File: src/hdl/chc_pkg.sv
// ----------------------------------------------------------------------------
// chc_pkg
// Shared constants, types and decode functions for the cartridge header
// checker: header offsets, logo bytes, cartridge type and size decoding.
// ----------------------------------------------------------------------------
package chc_pkg;

   localparam int OffsetWidth = 9;
   localparam int ByteWidth   = 8;
   localparam int RomKibWidth = 14;
   localparam int BanksWidth  = 5;
   localparam int LogoIdxWidth = 6;

   // size of one external ram bank in bytes
   localparam int RAM_BANK_BYTES = 8192;

   localparam logic [OffsetWidth-1:0] LogoFirst      = 9'h104;
   localparam logic [OffsetWidth-1:0] LogoLast       = 9'h133;
   localparam logic [OffsetWidth-1:0] SumFirst       = 9'h134;
   localparam logic [OffsetWidth-1:0] SumLast        = 9'h14C;
   localparam logic [OffsetWidth-1:0] ChecksumOffset = 9'h14D;
   localparam logic [OffsetWidth-1:0] TypeOffset     = 9'h147;
   localparam logic [OffsetWidth-1:0] ColorOffset    = 9'h143;
   localparam logic [OffsetWidth-1:0] SuperOffset    = 9'h146;
   localparam logic [OffsetWidth-1:0] RomSizeOffset  = 9'h148;
   localparam logic [OffsetWidth-1:0] RamSizeOffset  = 9'h149;

   localparam logic [ByteWidth-1:0] ColorCompat = 8'h80;
   localparam logic [ByteWidth-1:0] ColorOnly   = 8'hC0;
   localparam logic [ByteWidth-1:0] SuperCode   = 8'h03;
   localparam logic [ByteWidth-1:0] RomCodeMax  = 8'h08;
   localparam logic [RomKibWidth-1:0] RomKibBase = 14'd32;

   typedef enum logic [3:0] {
      MapRom    = 4'd0,
      MapMbc1   = 4'd1,
      MapMbc2   = 4'd2,
      MapMbc3   = 4'd3,
      MapMbc5   = 4'd4,
      MapMbc6   = 4'd5,
      MapMmm01  = 4'd6,
      MapCamera = 4'd7,
      MapTama5  = 4'd8,
      MapHuc3   = 4'd9,
      MapHuc1   = 4'd10,
      MapUnknown = 4'd11
   } mapper_kind_type;

   typedef enum logic [1:0] {
      ModeDmg   = 2'd0,
      ModeColor = 2'd1,
      ModeSuper = 2'd2
   } console_mode_type;

   typedef struct packed {
      logic sensor;
      logic rumble;
      logic timer;
      logic battery;
      logic ram;
   } cart_flags_type;

   typedef struct packed {
      mapper_kind_type kind;
      cart_flags_type  flags;
   } cart_type_type;

   // bank counts per ram size code, worked out at elaboration
   localparam int RamBanks1Raw = 32'h800   / RAM_BANK_BYTES;
   localparam int RamBanks2Raw = 32'h2000  / RAM_BANK_BYTES;
   localparam int RamBanks3Raw = 32'h8000  / RAM_BANK_BYTES;
   localparam int RamBanks4Raw = 32'h20000 / RAM_BANK_BYTES;
   localparam int RamBanks5Raw = 32'h10000 / RAM_BANK_BYTES;
   localparam int BanksMax = (1 << BanksWidth) - 1;
   localparam logic [BanksWidth-1:0] RamBanks1 =
      (RamBanks1Raw > BanksMax) ? BanksWidth'(BanksMax) : BanksWidth'(RamBanks1Raw);
   localparam logic [BanksWidth-1:0] RamBanks2 =
      (RamBanks2Raw > BanksMax) ? BanksWidth'(BanksMax) : BanksWidth'(RamBanks2Raw);
   localparam logic [BanksWidth-1:0] RamBanks3 =
      (RamBanks3Raw > BanksMax) ? BanksWidth'(BanksMax) : BanksWidth'(RamBanks3Raw);
   localparam logic [BanksWidth-1:0] RamBanks4 =
      (RamBanks4Raw > BanksMax) ? BanksWidth'(BanksMax) : BanksWidth'(RamBanks4Raw);
   localparam logic [BanksWidth-1:0] RamBanks5 =
      (RamBanks5Raw > BanksMax) ? BanksWidth'(BanksMax) : BanksWidth'(RamBanks5Raw);

   function automatic logic [ByteWidth-1:0] logo_byte(input logic [LogoIdxWidth-1:0] idx);
      logic [ByteWidth-1:0] b;
      case (idx)
         6'd0:  b = 8'hCE;  6'd1:  b = 8'hED;  6'd2:  b = 8'h66;  6'd3:  b = 8'h66;
         6'd4:  b = 8'hCC;  6'd5:  b = 8'h0D;  6'd6:  b = 8'h00;  6'd7:  b = 8'h0B;
         6'd8:  b = 8'h03;  6'd9:  b = 8'h73;  6'd10: b = 8'h00;  6'd11: b = 8'h83;
         6'd12: b = 8'h00;  6'd13: b = 8'h0C;  6'd14: b = 8'h00;  6'd15: b = 8'h0D;
         6'd16: b = 8'h00;  6'd17: b = 8'h08;  6'd18: b = 8'h11;  6'd19: b = 8'h1F;
         6'd20: b = 8'h88;  6'd21: b = 8'h89;  6'd22: b = 8'h00;  6'd23: b = 8'h0E;
         6'd24: b = 8'hDC;  6'd25: b = 8'hCC;  6'd26: b = 8'h6E;  6'd27: b = 8'hE6;
         6'd28: b = 8'hDD;  6'd29: b = 8'hDD;  6'd30: b = 8'hD9;  6'd31: b = 8'h99;
         6'd32: b = 8'hBB;  6'd33: b = 8'hBB;  6'd34: b = 8'h67;  6'd35: b = 8'h63;
         6'd36: b = 8'h6E;  6'd37: b = 8'h0E;  6'd38: b = 8'hEC;  6'd39: b = 8'hCC;
         6'd40: b = 8'hDD;  6'd41: b = 8'hDC;  6'd42: b = 8'h99;  6'd43: b = 8'h9F;
         6'd44: b = 8'hBB;  6'd45: b = 8'hB9;  6'd46: b = 8'h33;  6'd47: b = 8'h3E;
         default: b = 8'h00;
      endcase
      return b;
   endfunction

   function automatic cart_type_type decode_type(input logic [ByteWidth-1:0] t);
      cart_type_type r;
      r.kind  = MapUnknown;
      r.flags = '0;
      case (t)
         8'h00: r.kind = MapRom;
         8'h01: r.kind = MapMbc1;
         8'h02: begin r.kind = MapMbc1; r.flags = 5'b00001; end
         8'h03: begin r.kind = MapMbc1; r.flags = 5'b00011; end
         8'h05: r.kind = MapMbc2;
         8'h06: begin r.kind = MapMbc2; r.flags = 5'b00010; end
         8'h08: begin r.kind = MapRom; r.flags = 5'b00001; end
         8'h09: begin r.kind = MapRom; r.flags = 5'b00011; end
         8'h0B: r.kind = MapMmm01;
         8'h0C: begin r.kind = MapMmm01; r.flags = 5'b00001; end
         8'h0D: begin r.kind = MapMmm01; r.flags = 5'b00011; end
         8'h0F: begin r.kind = MapMbc3; r.flags = 5'b00110; end
         8'h10: begin r.kind = MapMbc3; r.flags = 5'b00111; end
         8'h11: r.kind = MapMbc3;
         8'h12: begin r.kind = MapMbc3; r.flags = 5'b00001; end
         8'h13: begin r.kind = MapMbc3; r.flags = 5'b00011; end
         8'h19: r.kind = MapMbc5;
         8'h1A: begin r.kind = MapMbc5; r.flags = 5'b00001; end
         8'h1B: begin r.kind = MapMbc5; r.flags = 5'b00011; end
         8'h1C: begin r.kind = MapMbc5; r.flags = 5'b01000; end
         8'h1D: begin r.kind = MapMbc5; r.flags = 5'b01001; end
         8'h1E: begin r.kind = MapMbc5; r.flags = 5'b01011; end
         8'h20: r.kind = MapMbc6;
         // mbc7 style cart, reported as mbc5 with sensor, rumble, battery and ram
         8'h22: begin r.kind = MapMbc5; r.flags = 5'b11011; end
         8'hFC: r.kind = MapCamera;
         8'hFD: r.kind = MapTama5;
         8'hFE: r.kind = MapHuc3;
         8'hFF: begin r.kind = MapHuc1; r.flags = 5'b00011; end
         default: begin r.kind = MapUnknown; r.flags = '0; end
      endcase
      return r;
   endfunction

   function automatic logic [BanksWidth-1:0] ram_banks(input logic [ByteWidth-1:0] code);
      logic [BanksWidth-1:0] n;
      case (code)
         8'd1:    n = RamBanks1;
         8'd2:    n = RamBanks2;
         8'd3:    n = RamBanks3;
         8'd4:    n = RamBanks4;
         8'd5:    n = RamBanks5;
         default: n = '0;
      endcase
      return n;
   endfunction

endpackage

File: src/hdl/cartridge_header_checker_core.sv
// ----------------------------------------------------------------------------
// cartridge_header_checker_core
// Checks a cartridge header streamed as offset/byte requests and reports
// logo and checksum status together with the decoded header fields.
// ----------------------------------------------------------------------------
// Usage:
//   req_* carries one rom byte of bank 0 with its offset, in any order.
//   Offsets outside the header are dropped. The request marked req_last
//   closes the header: one report then appears on rsp_*, and all header
//   state returns to its reset value for the next cartridge.
//   Requests pass through an input register and combinational decode logic
//   into the report register, which is loaded as the last request leaves the
//   input register. One request is accepted every cycle while req_ready is high.
//   When rsp_ready is low, non-last requests keep flowing; a last request
//   waits in the input register until the held report is taken, so req_ready
//   drops only in that case.
//   Reset (synchronous, active high) empties both registers, drops
//   rsp_valid and restores the header state: logo ok, checksum zero,
//   type and size bytes zero, mode flags clear.
// ----------------------------------------------------------------------------
module cartridge_header_checker_core
   import chc_pkg::*;
(
   input  logic                   clock,
   input  logic                   reset,
   input  logic                   req_valid,
   output logic                   req_ready,
   input  logic [OffsetWidth-1:0] req_offset,
   input  logic [ByteWidth-1:0]   req_data_byte,
   input  logic                   req_last,
   output logic                   rsp_valid,
   input  logic                   rsp_ready,
   output logic                   rsp_header_valid,
   output logic                   rsp_logo_match,
   output logic                   rsp_checksum_match,
   output logic [3:0]             rsp_mapper_kind,
   output logic                   rsp_has_ram,
   output logic                   rsp_with_battery,
   output logic                   rsp_with_timer,
   output logic                   rsp_with_rumble,
   output logic                   rsp_with_sensor,
   output logic [1:0]             rsp_console_mode,
   output logic [RomKibWidth-1:0] rsp_rom_kib,
   output logic [BanksWidth-1:0]  rsp_ram_banks
);

   // input register
   logic                   in_valid_ff, in_valid_in;
   logic [OffsetWidth-1:0] in_offset_ff;
   logic [ByteWidth-1:0]   in_data_ff;
   logic                   in_last_ff;
   logic                   advance;

   // header state
   logic                 logo_ok_ff, logo_ok_in;
   logic [ByteWidth-1:0] sum_ff, sum_in;
   logic [ByteWidth-1:0] checksum_ff, checksum_in;
   logic                 color_ff, color_in;
   logic                 super_ff, super_in;
   logic [ByteWidth-1:0] type_ff, type_in;
   logic [ByteWidth-1:0] rom_code_ff, rom_code_in;
   logic [ByteWidth-1:0] ram_code_ff, ram_code_in;

   // report register
   logic                   out_valid_ff, out_valid_in;
   logic                   logo_match_ff, logo_match_in;
   logic                   sum_match_ff, sum_match_in;
   cart_type_type          cart_ff, cart_in;
   console_mode_type       mode_ff, mode_in;
   logic [RomKibWidth-1:0] rom_kib_ff, rom_kib_in;
   logic [BanksWidth-1:0]  banks_ff, banks_in;

   logic [OffsetWidth-1:0] logo_rel;

   // a last request needs the report register free
   assign advance   = in_valid_ff && (!in_last_ff || !out_valid_ff || rsp_ready);
   assign req_ready = !in_valid_ff || advance;
   assign in_valid_in = req_ready ? req_valid : in_valid_ff;
   assign logo_rel  = in_offset_ff - LogoFirst;

   always_comb begin
      logo_ok_in  = logo_ok_ff;
      sum_in      = sum_ff;
      checksum_in = checksum_ff;
      color_in    = color_ff;
      super_in    = super_ff;
      type_in     = type_ff;
      rom_code_in = rom_code_ff;
      ram_code_in = ram_code_ff;

      if (in_offset_ff >= LogoFirst && in_offset_ff <= LogoLast) begin
         if (in_data_ff != logo_byte(logo_rel[LogoIdxWidth-1:0])) begin
            logo_ok_in = 1'b0;
         end
      end
      if (in_offset_ff >= SumFirst && in_offset_ff <= SumLast) begin
         sum_in = sum_ff - in_data_ff - 8'd1;
      end
      case (in_offset_ff)
         ChecksumOffset: checksum_in = in_data_ff;
         ColorOffset:    color_in = in_data_ff inside {ColorCompat, ColorOnly};
         SuperOffset:    super_in = (in_data_ff == SuperCode);
         TypeOffset:     type_in = in_data_ff;
         RomSizeOffset:  rom_code_in = in_data_ff;
         RamSizeOffset:  ram_code_in = in_data_ff;
         default: ;
      endcase
   end

   // report built from the state including the closing request
   always_comb begin
      logo_match_in = logo_ok_in;
      sum_match_in  = (sum_in == checksum_in);
      cart_in       = decode_type(type_in);
      if (super_in) begin
         mode_in = ModeSuper;
      end else if (color_in) begin
         mode_in = ModeColor;
      end else begin
         mode_in = ModeDmg;
      end
      rom_kib_in = (rom_code_in <= RomCodeMax) ? (RomKibBase << rom_code_in[3:0]) : '0;
      banks_in   = ram_banks(ram_code_in);
   end

   always_comb begin
      out_valid_in = out_valid_ff;
      if (out_valid_ff && rsp_ready) begin
         out_valid_in = 1'b0;
      end
      if (advance && in_last_ff) begin
         out_valid_in = 1'b1;
      end
   end

   always_ff @(posedge clock) begin
      if (reset) begin
         in_valid_ff  <= 1'b0;
         out_valid_ff <= 1'b0;
         logo_ok_ff   <= 1'b1;
         sum_ff       <= '0;
         checksum_ff  <= '0;
         color_ff     <= 1'b0;
         super_ff     <= 1'b0;
         type_ff      <= '0;
         rom_code_ff  <= '0;
         ram_code_ff  <= '0;
      end else begin
         in_valid_ff  <= in_valid_in;
         out_valid_ff <= out_valid_in;
         if (advance) begin
            if (in_last_ff) begin
               // header done: back to reset values
               logo_ok_ff  <= 1'b1;
               sum_ff      <= '0;
               checksum_ff <= '0;
               color_ff    <= 1'b0;
               super_ff    <= 1'b0;
               type_ff     <= '0;
               rom_code_ff <= '0;
               ram_code_ff <= '0;
            end else begin
               logo_ok_ff  <= logo_ok_in;
               sum_ff      <= sum_in;
               checksum_ff <= checksum_in;
               color_ff    <= color_in;
               super_ff    <= super_in;
               type_ff     <= type_in;
               rom_code_ff <= rom_code_in;
               ram_code_ff <= ram_code_in;
            end
         end
      end
   end

   // payload registers
   always_ff @(posedge clock) begin
      if (req_valid && req_ready) begin
         in_offset_ff <= req_offset;
         in_data_ff   <= req_data_byte;
         in_last_ff   <= req_last;
      end
      if (advance && in_last_ff) begin
         logo_match_ff <= logo_match_in;
         sum_match_ff  <= sum_match_in;
         cart_ff       <= cart_in;
         mode_ff       <= mode_in;
         rom_kib_ff    <= rom_kib_in;
         banks_ff      <= banks_in;
      end
   end

   assign rsp_valid          = out_valid_ff;
   assign rsp_header_valid   = logo_match_ff && sum_match_ff;
   assign rsp_logo_match     = logo_match_ff;
   assign rsp_checksum_match = sum_match_ff;
   assign rsp_mapper_kind    = cart_ff.kind;
   assign rsp_has_ram        = cart_ff.flags.ram;
   assign rsp_with_battery   = cart_ff.flags.battery;
   assign rsp_with_timer     = cart_ff.flags.timer;
   assign rsp_with_rumble    = cart_ff.flags.rumble;
   assign rsp_with_sensor    = cart_ff.flags.sensor;
   assign rsp_console_mode   = mode_ff;
   assign rsp_rom_kib        = rom_kib_ff;
   assign rsp_ram_banks      = banks_ff;

endmodule

File: config.mk
export PLATFORM = sky130hd
export DESIGN_NAME = cartridge_header_checker_core
export DESIGN_NICKNAME = d
export VERILOG_FILES = /design/src/hdl/chc_pkg.sv /design/src/hdl/cartridge_header_checker_core.sv
export SDC_FILE = /design/constraint.sdc
export NUM_CORES = 1
export LEC_CHECK = 0
export BUFFER_PORTS_ARGS = -buffer_cell sky130_fd_sc_hd__buf_2
export CAP_MARGIN = 15
export CORE_ASPECT_RATIO = 1.1
export CORE_MARGIN = 2
export CORE_UTILIZATION = 50
export CTS_BUF_LIST = sky130_fd_sc_hd__clkbuf_8 sky130_fd_sc_hd__clkbuf_16
export CTS_CLUSTER_DIAMETER = 150
export DETAILED_ROUTE_END_ITERATION = 10
export PLACE_DENSITY_LB_ADDON = 0.12
export SLEW_MARGIN = 20
export SYNTH_ARGS = -nofsm -noshare
export SYNTH_HDL_FRONTEND = slang
export SYNTH_SLANG_ARGS = --single-unit
File: constraint.sdc
create_clock -name clock -period 4.6 [get_ports clock]
set_input_delay 0.92 -clock clock [delete_from_list [all_inputs] [get_ports clock]]
set_output_delay 0.92 -clock clock [all_outputs]
set_load 0.005 [all_outputs]
# == After elaboration in Yosys (flattened, before gate mapping) ==
# Memories as Yosys holds them, arrays and structs flattened.
# Index checks and enable logic that the tools add are counted.
# word_totals
out_inout_bits,35
register_bits,95
mem_count,1
in_bits,22
romBits,512
# classes
addsub,3
shift,1
eq_ne,42
n_reduce_logical,24
magnitude_cmp,5
mux,24
# memory_table
memory,depth,width,rd,rd_ports_with_merged_regs,wr,line_no,rtl
(name not given),64,8,1,0,0,chc_pkg.sv:88,case (idx)
# op_table
cell,n
two-way mux 8 bit,11
equality test 8 x 5 -> 1 bit (second input constant),10
equality test 9 bit (second input constant),6
equality test 8 x 4 -> 1 bit (second input constant),6
equality test 8 bit (second input constant),6
one-hot mux 5 bit (9 select lines),1
one-hot mux 4 bit (11 select lines),1
equality test 8 x 2 -> 1 bit (second input constant),5
equality test 8 x 3 -> 1 bit (second input constant),4
one-hot mux 5 bit (4 select lines),1
greater-or-equal comparator 9 bit (second input constant),2
<= comparator 9 bit (second input constant),2
equality test 8 x 6 -> 1 bit (second input constant),2
left shift 6 x 4 -> 14 bit (first input constant),1
two-way mux 1 bit,10
OR reduction 5 bit,2
OR reduction 3 bit,3
equality test 8 x 1 -> 1 bit (second input constant),1
equality test 8 bit,1
<= comparator 8 x 4 -> 1 bit (second input constant),1
logical NOT 8 bit,1
!= test 8 bit,1
subtractor 8 x 1 -> 8 bit (second input constant),1
subtractor 8 bit,1
8 further kinds,19

# == Longest topological paths before layout ==
# Gate-level depths: netlist (run 1).
# logic_depth
ltp_word,7
mapped_depth,13

# == Worst setup path after synthesis (run 1) ==
# No wires, ideal clock.
# synth_path
path_kind,reg-to-reg
startpoint,register in_offset_ff[2]
endpoint,"register logo_match_ff (netlist: rsp_logo_match), data pin"
synth_period_minus_slack_ns,3.228
path_slack_ns,1.372
required_time_ns,4.338
arrival_time_ns,2.967
n_path_buf,3
stages_incl_launch_ff,13
path_cell_list,edfxtp_1 > buf_2 > buf_6 > inv_1 > ha_1 > clkbuf_1 > and2b_1 > a2111oi_1 > nor2_1 > a2111oi_0 > a211oi_2 > nand4_1 > o21ai_0
# synth_between
elab_chain_len,6
# synth_rtl
item,line_no,rtl
from (decl),cartridge_header_checker_core.sv:49,logic [OffsetWidth-1:0] in_offset_ff;
from (signal assigned),cartridge_header_checker_core.sv:179,in_offset_ff <= req_offset;
subtractor 6 x 3 -> 6 bit,cartridge_header_checker_core.sv:79,assign logo_rel = in_offset_ff - LogoFirst;
memory read (64 x 8 bit),-,
two-way mux 8 bit,cartridge_header_checker_core.sv:91,if (in_offset_ff >= LogoFirst && in_offset_ff <= LogoLast) begin
!= test 8 bit,cartridge_header_checker_core.sv:92,if (in_data_ff != logo_byte(logo_rel[LogoIdxWidth-1:0])) begin
two-way mux 1 bit,cartridge_header_checker_core.sv:92,
two-way mux 1 bit *,cartridge_header_checker_core.sv:91,
named net logo_match_in,cartridge_header_checker_core.sv:66,"logic logo_match_ff, logo_match_in;"
to (signal assigned),cartridge_header_checker_core.sv:184,logo_match_ff <= logo_match_in;
to (decl),cartridge_header_checker_core.sv:66,
# Mark *: on every way through the listed nets, which the timed path passes. The rest lies on a longest branch. The select of a mux whose other input is x is not followed.
# A chain may end at the register's enable or synchronous reset.

# == Worst setup path in the final report (run 1) ==
# layout_path
startpoint,register in_offset_ff[3]
endpoint,"register logo_match_ff (netlist: rsp_logo_match), data pin"
# Same word-level chain as after synthesis.

==> implementation parameters, run 1 <==
Parameter                              Value

CTS
  Post-CTS setup buffers    0
  CTS tree    yes
  Clock-pin slew on the worst setup and hold paths    0.07 ns
  Number of H-tree levels    3
  Clock root buffer    sky130_fd_sc_hd__clkbuf_16
  Number of gates resized after cts    0
  CTS hold repair buffers    0
  Clock latency reported for the late side of the worst-skew pair    0.35 ns
  CTS buffer count    9
  CTS sink cnt    89
  Clock Path Buffers    2

Global route
  Initial antenna violation count    0
  Total global routing track utilization    0.253
  Largest net degree at the start of global routing    46
  First-pass GRT wire length    25.6 mm
  Via count of the first global-routing pass    5090
  Final global-route overflow total    0

Timing
  Final period util    0.788
  Setup repair after global routing missed its margin    no
  Worst Clk Skew    0.0109 ns
  Actual slew at the worst max-slew pin    0.852 ns
  Number of max-slew violations in the final report    0
  Worst slew margin    0.432
  Count of endpoints failing hold in the final timing report    0
  Post-route minimum period    3.63 ns
  Final Setup Violations    0
  Setup TNS Final    0 ns
  Worst Slack Setup Final    0.974 ns
  Timing-limited maximum frequency    276 MHz

Floorplanning
  Core box area    11500 um^2
  Effective utilization at floorplan    0.516
  Core Rows    41
  Area enclosed by the die boundary    12800 um^2
  Chip Width    108 um
  Number of I/O pins    57
  Vertical die dimension    118 um

Critical path
  Required time of the worst setup path    4.70 ns
  Critical Path Source    in_offset_ff[3]
  CP Cell Sequence    inv_1 > ha_1 > and2b_1 > a2111oi_1 > nor2_1 > a2111oi_0 > a211oi_2 > nand4_1 > o21ai_0
  FF-to-FF Start    in_offset_ff[3]
  Family of cells with the greatest summed delay on the critical path    compound AO/OA/AOI/OAI gates
  Startpoint class of the critical path    flop
  Critical Path Max Stage Delay    0.85 ns
  Critical path class    flop to flop
  Crit-path max FO    28
  Number of buffers and inverters on the critical path    1
  FF-to-FF setup slack    0.97 ns
  CP max-delay cell    sky130_fd_sc_hd__ha_1
  WP data arrival    3.72 ns
  Element type at the critical path end    flop

Cells and area
  Layout Nets    742
  Number of fill cells    1075
  Antenna diode instance count    0
  Core Util, Final    0.563
  Layout cell share with drive strength beyond 1    0.143
  Area growth, synth to finish    9.23%

Drt
  Number of design rule violations left after detail routing    0
  Via-per-instance ratio    6.30
  Drt first-iter violations    398
  Number of detailed-routing iterations run before antenna repair    6
  Total via count in the routed design    5393
  Wire length after detailed routing    16.1 mm
  Final ANT Viol Nets    0
  Wire per inst    18.8 um

Synth
  Prevailing post-synth register cell    sky130_fd_sc_hd__dfxtp_1
  Sequential area share after synthesis    0.373
  Average cell area after synthesis    8.82 um^2
  Cell variety after synth    92
  Cell Area, Synth    5950 um^2
  Syn. warnings    0
  Count of state elements after synthesis    89
  EDFF count, synth    44
  Gate count of the mapped netlist    675
  Proportion of synthesized flip-flops having asynchronous set or reset    0

Min path
  Hold_sp    sum_ff[7]
  Worst min path class    flop to flop

Placement
  Count of port buffers added during placement    50
  Final Wtd Congestion    0.958
  Placement Setup Slack    1.06 ns
  Total half-perimeter wirelength after legalization and detailed placement    11.4 mm

Power
  Static power due to leakage    2.49 nW
  Largest voltage drop on the vdd net    0.162 mV
  Power density relative to cell area    284 nW/um^2
  Tot Pwr    0.00185 W

Flow run
  Total of max-cap violations    0

Status
  Result of the run    finished clean
[path summary, 6_finish.rpt]
| check | to | depth (start not counted) |
|---|---|---|
| setup / recovery | rsp_logo_match | 9 |
| setup reg to reg | rsp_logo_match | 9 |
| hold reg to reg | sum_ff[7] | 2 |
| hold / removal | sum_ff[7] | 2 |
[report_power, final]
| group | internal, W | leakage, nW | switching [W] | total [W] |
|---|---|---|---|---|
| logic | 0.0000867 | 1.54 | 0.000155 | 0.000241 |
| registers | 0.000844 | 0.808 | 0.0000239 | 0.000868 |
| clock network | 0.000382 | 0.142 | 0.000356 | 0.000738 |
| total | 0.00131 | 2.49 | 0.000535 | 0.00185 |
[Yosys cell counts, types with 16 or more instances]
library cell               count  area share
sky130_fd_sc_hd__a21oi_1      30       0.025
sky130_fd_sc_hd__a22oi_1      40       0.050
sky130_fd_sc_hd__clkbuf_1     21       0.013
sky130_fd_sc_hd__dfxtp_1      45        0.15
sky130_fd_sc_hd__edfxtp_1     44        0.22
sky130_fd_sc_hd__ha_1         18       0.038
sky130_fd_sc_hd__inv_1        27       0.017
sky130_fd_sc_hd__mux2i_1      16       0.027
sky130_fd_sc_hd__nand2_1      39       0.025
sky130_fd_sc_hd__nand3_1      19       0.016
sky130_fd_sc_hd__nor2_1       95       0.060
sky130_fd_sc_hd__nor3_1       30       0.025
sky130_fd_sc_hd__o21ai_0      17       0.014
[cells in the final DEF (no fill, tap or decap), types with 5 or more instances in the layout]
cell,instances
sky130_fd_sc_hd__buf_2,50
sky130_fd_sc_hd__nor4_1,5
sky130_fd_sc_hd__a22oi_1,40
sky130_fd_sc_hd__conb_1,6
sky130_fd_sc_hd__o22ai_1,6
sky130_fd_sc_hd__edfxtp_1,44
sky130_fd_sc_hd__ha_1,18
sky130_fd_sc_hd__nand4_1,9
sky130_fd_sc_hd__dfxtp_1,45
sky130_fd_sc_hd__inv_1,27
sky130_fd_sc_hd__a31oi_1,12
sky130_fd_sc_hd__clkbuf_16,9
sky130_fd_sc_hd__nand2_1,39
sky130_fd_sc_hd__nor3_1,30
sky130_fd_sc_hd__a21oi_1,30
sky130_fd_sc_hd__nand3_1,19
sky130_fd_sc_hd__nor2b_1,15
sky130_fd_sc_hd__a211oi_1,12
sky130_fd_sc_hd__and2_1,7
sky130_fd_sc_hd__o21ai_0,17
sky130_fd_sc_hd__xnor2_1,15
sky130_fd_sc_hd__buf_4,9
sky130_fd_sc_hd__mux2i_1,16
sky130_fd_sc_hd__nor3b_1,6
sky130_fd_sc_hd__nor2_1,94
sky130_fd_sc_hd__nand2b_1,10
sky130_fd_sc_hd__nand3b_1,5
[registers in the layout, summed over array words and instances, names as in the netlist, 2 cells and up]
name              flops
ram_code_ff           8
rsp_console_mode      2
rsp_rom_kib           9
in_data_ff            8
checksum_ff           8
rsp_mapper_kind       4
rsp_ram_banks         4
sum_ff                8
type_ff               8
rom_code_ff           8
in_offset_ff          9
[through the flow]
step / hold slack, ns / instance area, um^2 / std cells
after floorplan: 0.447 / 5970 / 680
after global placement: 0.461 / 6210 / 840
after detailed placement: 0.474 / 6210 / 840
after CTS: 0.482 / 6500 / 856
after global routing: 0.500 / 6500 / 856
final: 0.487 / 6500 / 856
[cell families (layout without fill, tap and decap cells)]
family | Yosys count | after routing | share of synthesized area
buffers and inverters | 77 | 103 | 0.0645
muxes | 22 | 22 | 0.0395
DFF | 89 | 89 | 0.373
and+or+nand+nor | 271 | 271 | 0.237
AOI/OAI and AO/OA | 175 | 175 | 0.210
adders and majority gates | 19 | 19 | 0.0412
other | 1 | 6 | 0.000630
xor gates and xnor gates | 21 | 21 | 0.0334
[final cells by class]
| class | count | area, um^2 | area share |
|---|---|---|---|
| clock buffer | 9 | 225 | 0.0346 |
| clock inverter | 7 | 70.1 | 0.0108 |
| inverter | 28 | 105 | 0.0162 |
| multi-input combinational | 514 | 3370 | 0.519 |
| sequential | 89 | 2220 | 0.342 |
| tap | 150 | 188 | 0.0289 |
| timing repair buffer | 59 | 318 | 0.0489 |
[tightest hold or removal path: stages (launching register included)]
cell and delay (ns):
sky130_fd_sc_hd__dfxtp_1 0.33, sky130_fd_sc_hd__nand2_1 0.06, sky130_fd_sc_hd__a21oi_1 0.05
[routing by layer]
metal	vias up	part of all wire	track usage
li1	2555	-	-
met1	2560	0.42	0.335
met2	237	0.48	0.413
met3	41	0.062	0.0298
met4	0	0.035	0.112
met5	-	0	0
Note: power is estimated with default switching activity, not from simulation.
==> run 2, diff against run 1 <==
==> constraint.sdc (replaced) <==
create_clock -name clock -period 3.75 [get_ports clock]
set_input_delay 0.75 -clock clock [delete_from_list [all_inputs] [get_ports clock]]
set_output_delay 0.75 -clock clock [all_outputs]
set_load 0.005 [all_outputs]
==> run 2 against run 1 <==
Against the previous run: global-route usage is 1.3 points higher; clock-buffer cell count stayed put; critical path depth is 2 lower; maximum frequency is 20% higher; first-iteration DRC count is 22% higher; sequential power is 22% higher; critical endpoint is now rsp_mapper_kind[1]; final cell count is 1.4% higher.
==> implementation parameters, run 2 (synthesis results as in run 1) <==
Parameter                              Value

Drt
  Total via count in the routed design    5395
  Number of detailed-routing iterations run before antenna repair    5
  Via-per-instance ratio    6.22
  Final ANT Viol Nets    0
  Wire per inst    19.0 um
  Drt first-iter violations    485
  Number of design rule violations left after detail routing    0
  Wire length after detailed routing    16.5 mm

Cells and area
  Final non-filler cell total    868
  Layout cell share with drive strength beyond 1    0.157
  Antenna diode instance count    0
  Number of fill cells    1019
  Commonest cells after routing, fill and taps aside    sky130_fd_sc_hd__nor2_1, sky130_fd_sc_hd__buf_2, sky130_fd_sc_hd__dfxtp_1
  Leading cell type in the layout, fill and taps excluded    sky130_fd_sc_hd__nor2_1
  Area growth, synth to finish    10.8%
  Summed area of non-filler cells in the final layout    6590 um^2
  Layout Nets    754

Timing
  Count of endpoints failing hold in the final timing report    0
  Setup repair after global routing missed its margin    no
  Number of max-slew violations in the final report    0
  Final Setup Violations    0
  Worst slew margin    0.434
  Final period util    0.806
  Setup TNS Final    0 ns
  Timing-limited maximum frequency    331 MHz
  Worst Clk Skew    0.00966 ns
  Actual slew at the worst max-slew pin    0.848 ns
  Post-route minimum period    3.02 ns

CTS
  Number of H-tree levels    3
  Clock latency reported for the late side of the worst-skew pair    0.35 ns
  Clock-pin slew on the worst setup and hold paths    0.07 ns
  CTS buffer count    9
  CTS tree    yes
  Number of gates resized after cts    0
  CTS hold repair buffers    0
  Clock root buffer    sky130_fd_sc_hd__clkbuf_16
  Clock Path Buffers    2
  CTS sink cnt    89
  Post-CTS setup buffers    0

Power
  Tot Pwr    0.00228 W
  Largest voltage drop on the vdd net    0.190 mV
  Switching pwr    0.000656 W
  Power density relative to cell area    345 nW/um^2
  Part of the power in combinational logic    0.137
  Clock share of power    0.398
  Static power due to leakage    2.54 nW
  Net switching share of the total power    0.288
  Internal power    0.00162 W
  Proportion of power drawn by flip-flops and latches    0.465

Global route
  Total global routing track utilization    0.266
  First-pass GRT wire length    26.8 mm
  Via count of the first global-routing pass    5062
  Initial antenna violation count    0
  Largest net degree at the start of global routing    46
  Final global-route overflow total    0

Status
  Result of the run    finished clean

Floorplanning
  Number of I/O pins    57
  Area enclosed by the die boundary    12800 um^2
  Effective utilization at floorplan    0.516
  Core box area    11500 um^2
  Vertical die dimension    118 um
  Core Rows    41
  Chip Width    108 um

Critical path
  Startpoint class of the critical path    flop
  Element type at the critical path end    flop
  Required time of the worst setup path    3.94 ns
  Crit-path max FO    14
  Critical path class    flop to flop
  WP data arrival    3.21 ns

Placement
  Count of port buffers added during placement    50
  Count of placed standard cells including taps    852
  Cell Area, Placed    6300 um^2
  Total half-perimeter wirelength after legalization and detailed placement    12.0 mm
  Final Wtd Congestion    0.980

Min path
  Worst min path class    flop to flop

Flow run
  Total of max-cap violations    0
-- run 2: cell type report --
cell class                      count  area, um^2  share of cell area
Clock buffer                        9         225              0.0342
Tap cell                          150         188              0.0285
Sequential cell                    89        2220               0.337
Inverter                           28         105              0.0159
Timing Repair Buffer               71         408              0.0619
Multi-Input combinational cell    514        3370               0.512
Clock inverter                      7        71.3              0.0108
-- run 2: critical path, cell delays in order, from the launching register on --
cell and delay (ns):
sky130_fd_sc_hd__edfxtp_1 0.63, sky130_fd_sc_hd__nor4b_4 0.42, sky130_fd_sc_hd__and4_1 0.62, sky130_fd_sc_hd__mux2_2 0.45, sky130_fd_sc_hd__nand2_1 0.08, sky130_fd_sc_hd__nand4b_1 0.11, sky130_fd_sc_hd__or3_1 0.41, sky130_fd_sc_hd__o2111ai_1 0.12
-- run 2: worst paths after layout --
| path | slack, ns | start | end | cells after the start |
|---|---|---|---|---|
| min | 0.49 | sum_ff[7] | sum_ff[7] | 2 |
| max | 0.73 | in_offset_ff[5] | rsp_mapper_kind[1] | 7 |
| max reg2reg | 0.73 | in_offset_ff[5] | rsp_mapper_kind[1] | 7 |
| min reg2reg | 0.49 | sum_ff[7] | sum_ff[7] | 2 |
-- run 2: layer usage --
| layer | part of all wire | track usage |
|---|---|---|
| met5 | 0 | 0 |
| met1 | 0.43 | 0.359 |
| met3 | 0.071 | 0.0447 |
| met2 | 0.48 | 0.430 |
| met4 | 0.025 | 0.0921 |
-- run 2: power by group through the flow --
stage / sequential [W] / combinational, W / clock, W
2_1_floorplan: 0.00107 / 0.000233 / 0
3_3_place_gp: 0.00108 / 0.000308 / 0
3_5_place_dp: 0.00108 / 0.000306 / 0
4_1_cts: 0.00106 / 0.000307 / 0.000917
5_1_grt: 0.00106 / 0.000339 / 0.000954
6_report: 0.00106 / 0.000311 / 0.000905
-- run 2: metrics by stage --
stage          hold WS [ns]  utilization  setup slack, ns
5_1_grt               0.516        0.571            0.523
3_3_place_gp          0.459        0.545            0.706
4_1_cts               0.486        0.571            0.747
6_report              0.485        0.571            0.727
2_1_floorplan         0.447            -            0.522
3_5_place_dp          0.461        0.545            0.758
